**src/hw/rtl/mqchi2_pkg.sv**
```systemverilog
// Shared constants, request/result types and control structs for the chi-square engine.
package mqchi2_pkg;

   localparam int MAX_PARAMS = 64;
   localparam int PIDX_W     = (MAX_PARAMS > 1) ? $clog2(MAX_PARAMS) : 1;
   localparam int MAT_AW     = 2 * PIDX_W;
   localparam int MAT_DEPTH  = 2 ** MAT_AW;
   localparam int PAR_DEPTH  = 2 ** PIDX_W;

   localparam int VAL_W       = 32;
   localparam int DELTA_W     = VAL_W + 1;
   localparam int MUL_W       = DELTA_W + 1;
   localparam int PROD_W      = 2 * MUL_W;
   localparam int RACC_W      = 2 * VAL_W + 2 + PIDX_W;
   localparam int SUM_W       = 128;
   localparam int CHI_W       = 64;
   localparam int FRAC_SHIFT  = 16;
   localparam int CHUNK_W     = 32;
   localparam int NUM_CHUNKS  = 3;
   localparam int CHUNK_IDX_W = 2;
   localparam int FIN_WAIT    = 2;
   localparam int WAIT_W      = 2;

   localparam int NUMP_W     = 7;
   localparam int NUMP_RESET = 64;
   localparam int CSR_IDX_W  = 1;
   localparam int CSR_DATA_W = 7;

   localparam logic [CHI_W-1:0] CHI_MIN = {1'b1, {(CHI_W-1){1'b0}}};
   localparam logic [CHI_W-1:0] CHI_MAX = {1'b0, {(CHI_W-1){1'b1}}};

   typedef enum logic [1:0] {
      OP_MATRIX  = 2'd0,
      OP_PARAM   = 2'd1,
      OP_COMPUTE = 2'd2
   } op_type;

   typedef enum logic [CSR_IDX_W-1:0] {
      CSR_SET_ENABLED = 1'b0,
      CSR_NUM_PARAMS  = 1'b1
   } csr_index_type;

   typedef struct packed {
      op_type             op;
      logic [5:0]         row;
      logic [5:0]         col;
      logic signed [31:0] entry_value;
      logic signed [31:0] prior;
      logic               param_on;
   } req_type;

   typedef struct packed {
      logic signed [63:0] chi2;
      logic               status;
   } rsp_type;

   typedef struct packed {
      logic                   scan_vld;
      logic                   rowmul_vld;
      logic                   first;
      logic                   mask;
      logic [CHUNK_IDX_W-1:0] k;
      logic                   clear_total;
      logic                   emit;
      logic                   emit_zero;
   } mac_ctl_type;

   typedef struct packed {
      logic [PIDX_W-1:0] row;
      logic [PIDX_W-1:0] col;
   } rd_idx_type;

endpackage

```
**src/hw/rtl/mqchi2_mac.sv**
```systemverilog
// Shared multiplier with row and total accumulators and Q32.32 saturation.
module mqchi2_mac (
   input  logic                                clock,
   input  logic                                reset,
   input  mqchi2_pkg::mac_ctl_type             ctl,
   input  logic signed [mqchi2_pkg::DELTA_W-1:0] d_row,
   input  logic signed [mqchi2_pkg::DELTA_W-1:0] d_col,
   input  logic signed [mqchi2_pkg::VAL_W-1:0]   m_entry,
   output logic signed [mqchi2_pkg::CHI_W-1:0]   chi2
);

   logic                                 s1_scan_ff, s1_rowmul_ff, s1_first_ff, s1_mask_ff;
   logic [mqchi2_pkg::CHUNK_IDX_W-1:0]   s1_k_ff;
   logic                                 p_scan_ff, p_rowmul_ff, p_first_ff, p_mask_ff;
   logic [mqchi2_pkg::CHUNK_IDX_W-1:0]   p_k_ff;
   logic signed [mqchi2_pkg::MUL_W-1:0]  op_a, op_b;
   logic signed [mqchi2_pkg::PROD_W-1:0] prod_in, prod_ff;
   logic [mqchi2_pkg::RACC_W-1:0]        racc_in, racc_ff;
   logic [mqchi2_pkg::SUM_W-1:0]         total_in, total_ff;
   logic [mqchi2_pkg::CHI_W-1:0]         sat;
   logic [mqchi2_pkg::CHI_W-1:0]         chi2_ff;
   logic                                 fits;

   always_comb begin
      if (s1_rowmul_ff) begin
         if (s1_k_ff == mqchi2_pkg::CHUNK_IDX_W'(mqchi2_pkg::NUM_CHUNKS - 1)) begin
            op_a = mqchi2_pkg::MUL_W'($signed(
                      racc_ff[mqchi2_pkg::RACC_W-1:2*mqchi2_pkg::CHUNK_W]));
         end else begin
            op_a = mqchi2_pkg::MUL_W'(mqchi2_pkg::CHUNK_W'(
                      racc_ff >> (mqchi2_pkg::CHUNK_W * s1_k_ff)));
         end
         op_b = mqchi2_pkg::MUL_W'(d_row);
      end else begin
         op_a = mqchi2_pkg::MUL_W'(d_col);
         op_b = mqchi2_pkg::MUL_W'(m_entry);
      end
      prod_in = op_a * op_b;
   end

   always_comb begin
      racc_in = racc_ff;
      if (p_scan_ff) begin
         racc_in = (p_first_ff ? '0 : racc_ff)
                 + (p_mask_ff ? mqchi2_pkg::RACC_W'(prod_ff) : '0);
      end
      total_in = total_ff;
      if (ctl.clear_total) begin
         total_in = '0;
      end else if (p_rowmul_ff && p_mask_ff) begin
         total_in = total_ff + (mqchi2_pkg::SUM_W'(prod_ff)
                                << (mqchi2_pkg::CHUNK_W * p_k_ff));
      end
   end

   always_comb begin
      fits = (&total_ff[mqchi2_pkg::SUM_W-1:mqchi2_pkg::FRAC_SHIFT+mqchi2_pkg::CHI_W-1])
          || (~|total_ff[mqchi2_pkg::SUM_W-1:mqchi2_pkg::FRAC_SHIFT+mqchi2_pkg::CHI_W-1]);
      if (fits) begin
         sat = total_ff[mqchi2_pkg::FRAC_SHIFT+mqchi2_pkg::CHI_W-1:mqchi2_pkg::FRAC_SHIFT];
      end else begin
         sat = total_ff[mqchi2_pkg::SUM_W-1] ? mqchi2_pkg::CHI_MIN : mqchi2_pkg::CHI_MAX;
      end
   end

   always_ff @(posedge clock) begin
      if (reset) begin
         s1_scan_ff   <= 1'b0;
         s1_rowmul_ff <= 1'b0;
         p_scan_ff    <= 1'b0;
         p_rowmul_ff  <= 1'b0;
      end else begin
         s1_scan_ff   <= ctl.scan_vld;
         s1_rowmul_ff <= ctl.rowmul_vld;
         p_scan_ff    <= s1_scan_ff;
         p_rowmul_ff  <= s1_rowmul_ff;
      end
      s1_first_ff <= ctl.first;
      s1_mask_ff  <= ctl.mask;
      s1_k_ff     <= ctl.k;
      p_first_ff  <= s1_first_ff;
      p_mask_ff   <= s1_mask_ff;
      p_k_ff      <= s1_k_ff;
      prod_ff     <= prod_in;
      racc_ff     <= racc_in;
      total_ff    <= total_in;
      if (ctl.emit) begin
         chi2_ff <= ctl.emit_zero ? '0 : sat;
      end
   end

   assign chi2 = chi2_ff;

endmodule

```
**config.mk**
```make
export PLATFORM = sky130hd
export DESIGN_NAME = mqchi2_mac
export DESIGN_NICKNAME = d
export VERILOG_FILES = /design/src/hw/rtl/mqchi2_pkg.sv /design/src/hw/rtl/mqchi2_mac.sv
export SDC_FILE = /design/constraint.sdc
export NUM_CORES = 2
export LEC_CHECK = 0
export BUFFER_PORTS_ARGS = -buffer_cell sky130_fd_sc_hd__buf_4
export CAP_MARGIN = 20
export CORE_ASPECT_RATIO = 0.7
export CORE_MARGIN = 4
export CORE_UTILIZATION = 45
export CTS_BUF_LIST = sky130_fd_sc_hd__clkbuf_4
export CTS_CLUSTER_SIZE = 16
export DETAILED_ROUTE_END_ITERATION = 12
export SLEW_MARGIN = 0
export SYNTH_ARGS = -nofsm -noshare
export SYNTH_HDL_FRONTEND = slang
export SYNTH_SLANG_ARGS = --single-unit
export TNS_END_PERCENT = 10
```
**constraint.sdc**
```tcl
create_clock -name clock -period 15.54 [get_ports clock]
set_input_delay 0.777 -clock clock [delete_from_list [all_inputs] [get_ports clock]]
set_output_delay 0.777 -clock clock [all_outputs]
set_load 0.03 [all_outputs]
```
==> flow_summary.yaml <==
cts:
  cts_tree: "built"
  htree_levels: 3
  post_cts_buffers: 0
  cts_buffer_depth: 3
  clk_latency_ns: 1.02
  path_clk_slew_ns: 0.08
  cts_root_buf: "clkbuf_4"
  cts.sinks: 344
  cts_buffers: 101
synthesis:
  synthTopCellsByArea: "fa_1 (37%), ha_1 (7.6%), inv_1 (7.0%)"
  ys_seq_elements: 344
  synth_edf_count: 136
  postSynthAreaPerCell_um2: 8.61
  synth_seq_area_share_pct: 12.5
  synth_top_area_share_pct: 37.2
  synth_cells: 7631
  synth.largest_area_cell: "fa_1"
  ys.warnings.count: 0
  syn_nets: 9361
  ys.flop_type: "dfxtp_1"
  synthArstFlopShare_pct: 0
  yosysUniqueCellTypes: 89
  synth_area_mm2: 0.0657
sta:
  finalCriticalPeriod_ns: 11.28
  finalCritPeriodShare_pct: 72.6
  fmax_ghz: 0.0887
  setup_viol: 0
  setup_tns_ns: 0
  hold_viol: 0
  rsz0062_at_grt: "no"
  maxSlewViolCount: 0
  setup_ws_ns: 4.26
  clock-skew-final_ns: 0.132
  worst_pin_slew_ns: 1.16
  relSlewSlack_pct: 22.9
  hold_ws_ns: 0.152
grt:
  grt_pass1_wl_um: 350000
  grt_max_degree: 74
  antenna_found_initial: 16
  track_usage_pct: 30.5
  first_global_vias: 55400
  overflow: 0
final_layout:
  syn2layout_area_growth_pct: 7.60
  mostFrequentLayoutCells: "fa_1 (1,220), inv_1 (1,217), nor2_1 (917)"
  final_common_cell: "fa_1"
  drive_gt1_share_pct: 7.54
  instances_no_fill: 9685
  fin_nets: 9356
critical_path:
  cp.arrival_ns: 12.12
  criticalPathCategory: "reg2reg"
  crit_path_end_kind: "flip-flop"
  max_stage_delay_ns: 0.89
  slowest_stage: "clkinv_1"
  path_max_fanout: 50
  cpMostUsedCell: "fa_1"
  required_ns: 16.39
  critPathLaunchType: "flip-flop"
floorplan:
  die_area_mm2: 0.152
  start_util_pct: 45.3
  rows: 117
  die_w_um: 465
  io_pins: 173
  die_y_um: 328
  core-area_mm2: 0.145
placement:
  placed_cells: 9473
  pre_cts_ws_ns: 4.40
  hpwl_um: 189000
  port_buffers: 172
  place_congestion: 0.990
routing:
  routed_wl_um: 232000
  drt.antenna.violating_nets: 0
  drc_errors: 0
  drt_iter0_drc: 6051
  first_pass_iters: 6
  vias: 55300
  via_per_inst: 5.71
  wl_per_cell_um: 24.0
flow_run:
  maxCapViolations: 0
run_status:
  status: "complete, no violations"
min_path:
  hold_class: "in2reg"
## cells in the mapped netlist, types with 30 or more instances
cell type,n
nor3_1,45
and2_1,117
xnor2_1,176
fa_1,1220
mux2i_1,96
a21oi_1,529
nor2b_1,107
edfxtp_1,136
nand3_1,64
inv_1,1217
dfxtp_1,208
o21bai_1,56
a21o_1,168
nor2_1,921
o21a_1,40
a22o_1,42
clkbuf_1,375
nand2_1,866
xor2_1,82
a31oi_1,30
nand2b_1,37
o21ai_0,177
nand4_1,87
ha_1,401
## area by class of cell
| type | instances | area (um2) |
|---|---|---|
| fill | 14100 | 74500 |
| multi-input combinational | 5658 | 51700 |
| sequential | 344 | 8260 |
| inverter | 1219 | 4580 |
| tap | 1963 | 2460 |
| timing repair buffer | 302 | 2320 |
| clock buffer | 144 | 1080 |
| clock inverter | 48 | 264 |
| antenna | 7 | 17.5 |
## worst paths after layout
path / from / end / slack [ns] / cells past startpoint
hold / removal: ctl[2] / total_ff[102] / 0.15 / 2
setup reg to reg: s1_rowmul_ff / prod_ff[66] / 4.26 / 30
setup / recovery: s1_rowmul_ff / prod_ff[66] / 4.26 / 30
hold reg to reg: s1_mask_ff / p_mask_ff / 0.33 / 0
## registers in the layout (all words and copies together) (netlist names), 2 cells and up
register / cells
s1_k_ff: 2
prod_ff: 68
p_k_ff: 2
racc_ff: 72
chi2: 64
total_ff: 128
## critical path, delay by kind of cell (launching register included)
family                     cells  cell delay [ns]
AOI/OAI and AO/OA             11             2.54
xor gates and xnor gates       1             0.15
adders and majority gates      9             4.10
buffers and inverters          6             2.28
DFF                            1             0.87
and+or+nand+nor                3             1.11
## metrics by stage
stage	utilization (%)	cell area, um2
floorplan	-	65700
global placement	47.7	69200
detailed placement	47.7	69200
CTS	48.6	70600
global route	48.7	70700
finish	48.7	70700
## cell families (layout without fill, tap and decap cells)
family / Yosys count / after routing / share of synthesized area, %
DFF: 344 / 344 / 12.5
muxes: 121 / 121 / 1.89
buffers and inverters: 1629 / 1713 / 9.32
xor gates and xnor gates: 258 / 258 / 3.44
adders and majority gates: 1621 / 1621 / 44.8
other: 0 / 7 / 0
and+or+nand+nor: 2360 / 2360 / 15.6
AOI/OAI and AO/OA: 1298 / 1298 / 12.4
## per-layer routing
layer,vias up,part of all wire (%),track usage [%]
li1,24300,-,-
met1,27900,44,45.0
met2,2698,41,42.5
met3,401,12,9.10
met4,2,3.7,10.0
met5,-,0.0056,0
## what timing repair did
action                    4_1_cts  5_1_grt
hold endpoints to repair        8        0
gates resized for setup         0        0
hold buffers                    9        0
Power is left out: the tool's default activity adds up to more than one toggle a clock period on the data nets, which glitch-free logic cannot reach.
