**config.mk**
```make
export PLATFORM = sky130hd
export DESIGN_NAME = mqchi2_seq
export DESIGN_NICKNAME = d
export VERILOG_FILES = /design/src/hw/rtl/mqchi2_pkg.sv /design/src/hw/rtl/mqchi2_seq.sv
export SDC_FILE = /design/constraint.sdc
export NUM_CORES = 1
export LEC_CHECK = 0
export BUFFER_PORTS_ARGS = -buffer_cell sky130_fd_sc_hd__buf_2
export CAP_MARGIN = 40
export CORE_ASPECT_RATIO = 1.4
export CORE_UTILIZATION = 34
export DETAILED_ROUTE_END_ITERATION = 7
export GPL_ROUTABILITY_DRIVEN = 0
export GPL_TIMING_DRIVEN = 0
export PLACE_DENSITY = 0.65
export SYNTH_ARGS = -nofsm -noshare
export SYNTH_HDL_FRONTEND = slang
export SYNTH_SLANG_ARGS = --single-unit
```
**constraint.sdc**
```tcl
create_clock -name clock -period 3 [get_ports clock]
set_clock_uncertainty 0.15 [all_clocks]
set_input_delay 0.3 -clock clock [delete_from_list [all_inputs] [get_ports clock]]
set_output_delay 0.3 -clock clock [all_outputs]
set_load 0.02 [all_outputs]
```
**src/hw/rtl/mqchi2_pkg.sv**
```systemverilog
// Shared constants, request/result types and control structs for the chi-square engine.
package mqchi2_pkg;

   localparam int MAX_PARAMS = 64;
   localparam int PIDX_W     = (MAX_PARAMS > 1) ? $clog2(MAX_PARAMS) : 1;
   localparam int MAT_AW     = 2 * PIDX_W;
   localparam int MAT_DEPTH  = 2 ** MAT_AW;
   localparam int PAR_DEPTH  = 2 ** PIDX_W;

   localparam int VAL_W       = 32;
   localparam int DELTA_W     = VAL_W + 1;
   localparam int MUL_W       = DELTA_W + 1;
   localparam int PROD_W      = 2 * MUL_W;
   localparam int RACC_W      = 2 * VAL_W + 2 + PIDX_W;
   localparam int SUM_W       = 128;
   localparam int CHI_W       = 64;
   localparam int FRAC_SHIFT  = 16;
   localparam int CHUNK_W     = 32;
   localparam int NUM_CHUNKS  = 3;
   localparam int CHUNK_IDX_W = 2;
   localparam int FIN_WAIT    = 2;
   localparam int WAIT_W      = 2;

   localparam int NUMP_W     = 7;
   localparam int NUMP_RESET = 64;
   localparam int CSR_IDX_W  = 1;
   localparam int CSR_DATA_W = 7;

   localparam logic [CHI_W-1:0] CHI_MIN = {1'b1, {(CHI_W-1){1'b0}}};
   localparam logic [CHI_W-1:0] CHI_MAX = {1'b0, {(CHI_W-1){1'b1}}};

   typedef enum logic [1:0] {
      OP_MATRIX  = 2'd0,
      OP_PARAM   = 2'd1,
      OP_COMPUTE = 2'd2
   } op_type;

   typedef enum logic [CSR_IDX_W-1:0] {
      CSR_SET_ENABLED = 1'b0,
      CSR_NUM_PARAMS  = 1'b1
   } csr_index_type;

   typedef struct packed {
      op_type             op;
      logic [5:0]         row;
      logic [5:0]         col;
      logic signed [31:0] entry_value;
      logic signed [31:0] prior;
      logic               param_on;
   } req_type;

   typedef struct packed {
      logic signed [63:0] chi2;
      logic               status;
   } rsp_type;

   typedef struct packed {
      logic                   scan_vld;
      logic                   rowmul_vld;
      logic                   first;
      logic                   mask;
      logic [CHUNK_IDX_W-1:0] k;
      logic                   clear_total;
      logic                   emit;
      logic                   emit_zero;
   } mac_ctl_type;

   typedef struct packed {
      logic [PIDX_W-1:0] row;
      logic [PIDX_W-1:0] col;
   } rd_idx_type;

endpackage

```
**src/hw/rtl/mqchi2_seq.sv**
```systemverilog
// Sequencer that walks rows and columns and drives the shared multiply-accumulate unit.
module mqchi2_seq (
   input  logic                                clock,
   input  logic                                reset,
   input  logic                                start,
   input  mqchi2_pkg::op_type                  req_op,
   input  logic                                set_enabled,
   input  logic [mqchi2_pkg::NUMP_W-1:0]       num_params,
   input  logic                                matrix_loaded,
   input  logic [mqchi2_pkg::MAX_PARAMS-1:0]   enable_vec,
   output logic                                busy,
   output logic                                rsp_valid,
   output logic                                rsp_status,
   output mqchi2_pkg::mac_ctl_type             ctl,
   output mqchi2_pkg::rd_idx_type              rd_idx
);

   typedef enum logic [2:0] {
      S_IDLE,
      S_SCAN,
      S_GAP,
      S_ROWMUL,
      S_FIN
   } state_type;

   state_type                          state_in, state_ff;
   logic [mqchi2_pkg::PIDX_W-1:0]      i_in, i_ff, j_in, j_ff, nlast_in, nlast_ff;
   logic [mqchi2_pkg::CHUNK_IDX_W-1:0] k_in, k_ff;
   logic [mqchi2_pkg::WAIT_W-1:0]      wait_in, wait_ff;
   logic                               busy_in, busy_ff;
   logic                               rsp_valid_in, rsp_valid_ff;
   logic                               rsp_status_in, rsp_status_ff;

   always_comb begin
      state_in      = state_ff;
      i_in          = i_ff;
      j_in          = j_ff;
      k_in          = k_ff;
      wait_in       = wait_ff;
      nlast_in      = nlast_ff;
      busy_in       = busy_ff;
      rsp_valid_in  = 1'b0;
      rsp_status_in = rsp_status_ff;
      ctl           = '0;
      unique case (state_ff)
         S_IDLE: begin
            if (start && req_op == mqchi2_pkg::OP_COMPUTE) begin
               if (!set_enabled || !matrix_loaded || num_params == '0) begin
                  ctl.emit      = 1'b1;
                  ctl.emit_zero = 1'b1;
                  rsp_valid_in  = 1'b1;
                  rsp_status_in = set_enabled && !matrix_loaded;
               end else begin
                  ctl.clear_total = 1'b1;
                  state_in        = S_SCAN;
                  i_in            = '0;
                  j_in            = '0;
                  busy_in         = 1'b1;
                  if (int'(num_params) > mqchi2_pkg::MAX_PARAMS) begin
                     nlast_in = mqchi2_pkg::PIDX_W'(mqchi2_pkg::MAX_PARAMS - 1);
                  end else begin
                     nlast_in = mqchi2_pkg::PIDX_W'(num_params - mqchi2_pkg::NUMP_W'(1));
                  end
               end
            end
         end
         S_SCAN: begin
            ctl.scan_vld = 1'b1;
            ctl.first    = (j_ff == '0);
            ctl.mask     = enable_vec[i_ff] && enable_vec[j_ff];
            if (j_ff == nlast_ff) begin
               state_in = S_GAP;
            end else begin
               j_in = j_ff + 1'b1;
            end
         end
         S_GAP: begin
            state_in = S_ROWMUL;
            k_in     = '0;
         end
         S_ROWMUL: begin
            ctl.rowmul_vld = 1'b1;
            ctl.k          = k_ff;
            ctl.mask       = enable_vec[i_ff];
            if (k_ff == mqchi2_pkg::CHUNK_IDX_W'(mqchi2_pkg::NUM_CHUNKS - 1)) begin
               if (i_ff == nlast_ff) begin
                  state_in = S_FIN;
                  wait_in  = '0;
               end else begin
                  state_in = S_SCAN;
                  i_in     = i_ff + 1'b1;
                  j_in     = '0;
               end
            end else begin
               k_in = k_ff + 1'b1;
            end
         end
         S_FIN: begin
            if (wait_ff == mqchi2_pkg::WAIT_W'(mqchi2_pkg::FIN_WAIT)) begin
               ctl.emit      = 1'b1;
               rsp_valid_in  = 1'b1;
               rsp_status_in = 1'b0;
               busy_in       = 1'b0;
               state_in      = S_IDLE;
            end else begin
               wait_in = wait_ff + 1'b1;
            end
         end
         default: begin
            state_in = S_IDLE;
         end
      endcase
   end

   always_ff @(posedge clock) begin
      if (reset) begin
         state_ff     <= S_IDLE;
         busy_ff      <= 1'b0;
         rsp_valid_ff <= 1'b0;
      end else begin
         state_ff     <= state_in;
         busy_ff      <= busy_in;
         rsp_valid_ff <= rsp_valid_in;
      end
      i_ff          <= i_in;
      j_ff          <= j_in;
      k_ff          <= k_in;
      wait_ff       <= wait_in;
      nlast_ff      <= nlast_in;
      rsp_status_ff <= rsp_status_in;
   end

   assign busy       = busy_ff;
   assign rsp_valid  = rsp_valid_ff;
   assign rsp_status = rsp_status_ff;
   assign rd_idx.row = i_ff;
   assign rd_idx.col = j_ff;

endmodule

```
==> results.cfg <==
[drt]
vias = 2529
wirelength_um = 7830
drtIter0Drc = 113
drc_errors = 0
viasPerCell = 5.40
final_antenna_net_count = 0
drtPass1Iterations = 4
avgRoutedWirePerCell_um = 16.7

[status]
status = completed

[clock_network]
post-cts-setup-buffers = 0
cts_tree = done
ctsResizeCount = 0
ctsHoldBuffers = 0
root_buffer = clkbuf_8
clock_latency_ps = 280
path_clk_slew_ps = 100
cts_made_buffers = 3
cts.path.max_buffers = 2
clock_sinks = 28
cts.htree.levels = 1

[cells_and_area]
final_util_pct = 44.5
area_growth_syn_to_layout_pct = 25.6
fillCellCount = 796
nets = 454
layout-drive-gt1-share_pct = 40.2
antenna-diode-count = 0

[worst_setup_path]
end_kind = output port
regToRegStartpoint = j_ff[0]
worstReg2RegEnd = j_ff[0]
r2r_cells = 8
critPathArrivalTime_ps = 2330
crit_required_ps = 2550
crit_type = flip-flop to output port
startpoint = j_ff[2]
crit_path_max_fanout = 10
r2r_setup_slack_ps = 380
worstSetupStartpointType = flip-flop
endpoint = ctl[5]

[yosys]
synth_compound_area_share_pct = 8.07
ys_warn_count = 0
synth_xor_area_share_pct = 7.61
synthAdderAreaFrac_pct = 3.17
ys_types = 45
async_flop_share_pct = 0
muxShareOfSynthArea_pct = 28.0
synth_top_family_by_area = multiplexers
synth_area_um2 = 2760
synth_edf_count = 23
synth-simple-area-share_pct = 18.1
ys_ff_latch = 28
seq_area_frac_synth_pct = 28.6
synth_area_per_cell_um2 = 10.5
ys.flop_type = edfxtp_1
synthesis.nets = 347
synthesis.instances = 262

[die]
num_rows = 38
ios = 102
core_area_um2 = 7800
die-area_um2 = 8490
dieHeight_um = 109
start_util_pct = 35.4
die_w_um = 78.2

[sta]
slew_headroom_pct = 60.2
worst_slew_pin_slew_ps = 597
rsz0062_at_grt = false
period_share_pct = 92.7
slew_viol_final = 0
finalHoldViolCount = 0
setup_tns_ps = 0
post-route-min-period_ps = 2780
fmax_ghz = 0.360
setup_viol = 0
layout_setup_ws_ps = 219

[flow_run]
maxCapViolCount = 0

[power_and_ir_drop]
power_density_nw_per_um2 = 256
intPower_uw = 676
p_leak_uw = 0.00149
seqPwrFrac_pct = 48.2
swShare_pct = 23.9
comb_power_share_pct = 22.2
p_total_uw = 889
switching_power_uw = 213
clkPwrFrac_pct = 29.6
peakVddDrop_v = 0.000222

[placed_design]
pre_cts_ws_ps = 382
numPortBuffers = 101
place_hpwl_um = 6360

[global_route]
grt_pass1_wl_um = 12800
grt_pass1_vias = 2667
grt_max_degree = 17
grt_antenna_before_repair = 0
grtUsageTotal_pct = 19.3
overflow = 0

[hold_path]
min_path_type = primary input to flip-flop
-- cells by family after synthesis --
logic type / Yosys count
and+or+nand+nor: 102
muxes: 40
buffers and inverters: 31
AOI/OAI and AO/OA: 30
DFF: 28
xor gates and xnor gates: 24
adders and majority gates: 7
-- registers in the layout, indices dropped and copies added (netlist names) --
name	flops
j_ff	6
state_ff	3
nlast_ff	6
i_ff	6
rsp_valid	1
rsp_status	1
wait_ff	2
k_ff	2
busy	1
-- critical path: stages (launching register included) --
cell and delay [ps]:
edfxtp_1 350, buf_2 280, buf_2 310, mux4_2 340, a22oi_1 220, nand4_1 130
o311ai_1 100, a211oi_1 140, buf_2 180
-- area by class of cell --
| class | instances | area [µm²] | area share (%) |
|---|---|---|---|
| Clock buffer | 4 | 66.3 | 1.91 |
| Tap cell | 100 | 125 | 3.61 |
| Buffer | 18 | 128 | 3.68 |
| Sequential cell | 28 | 791 | 22.8 |
| Multi-Input combinational cell | 203 | 1790 | 51.7 |
| Timing Repair Buffer | 102 | 515 | 14.9 |
| Inverter | 13 | 48.8 | 1.41 |
-- worst min path at each step --
stage               start   end  slack, ps  cells after the start
finish              reset  busy         70                      2
CTS                 reset  busy         70                      2
global route        reset  busy         80                      2
detailed placement   busy  busy        310                      2
global placement     busy  busy        300                      2
floorplan           reset  busy        220                      1
-- through the flow --
step,hold WS (ps),instance area (µm²),instances
after floorplan,219,2760,262
after global placement,305,3390,463
after detailed placement,310,3400,464
after CTS,69.9,3470,468
after global routing,76.7,3470,468
final,68.2,3470,468
-- cell usage after synthesis, types with 5 or more instances --
master,count,area (µm²)
mux2i_1,5,50.1
dfxtp_1,5,100
xnor2_1,12,105
inv_1,13,48.8
mux4_1,7,184
nand2_1,23,86.3
a22oi_1,7,52.6
ha_1,7,87.6
nor2b_1,6,37.5
buf_2,5,25.0
nand3_1,20,100
nor2_1,27,101
and2_1,6,37.5
mux2_2,8,90.1
edfxtp_1,23,691
xor2_1,12,105
mux4_2,20,450
-- cell usage in the layout, fill, tap and decap left out, drive strengths merged, types with 2 or more instances in the layout --
cell       n
inv       13
nor3       4
a211oi     3
xnor2     12
nand3     20
buf      115
a22oi      7
a21oi      4
a221oi     2
and3b      3
nor2b      6
nor4       3
clkbuf     8
xor2      12
ha         7
dfxtp      5
and3       3
o2bb2ai    2
nand2     23
and2       6
nand3b     2
mux4      27
mux2       8
nor2      27
nand2b     2
a31oi      4
mux2i      5
edfxtp    23
-- power by group through the flow --
stage                     Sequential (µW)  Clock, µW  Combinational (µW)
after detailed placement              437          0                 196
after floorplan                       440          0                 103
after global routing                  429        280                 216
after CTS                             428        269                 197
final                                 428        263                 197
after global placement                437          0                 192
-- layer usage --
metal,vias up,wire length (µm),global-route usage (%)
li1,1203,-,-
met1,1214,3000,22.8
met2,98,4220,36.3
met3,14,449,1.92
met4,0,168,6.61
met5,-,0,0
Power figures use the tool's default switching activity.
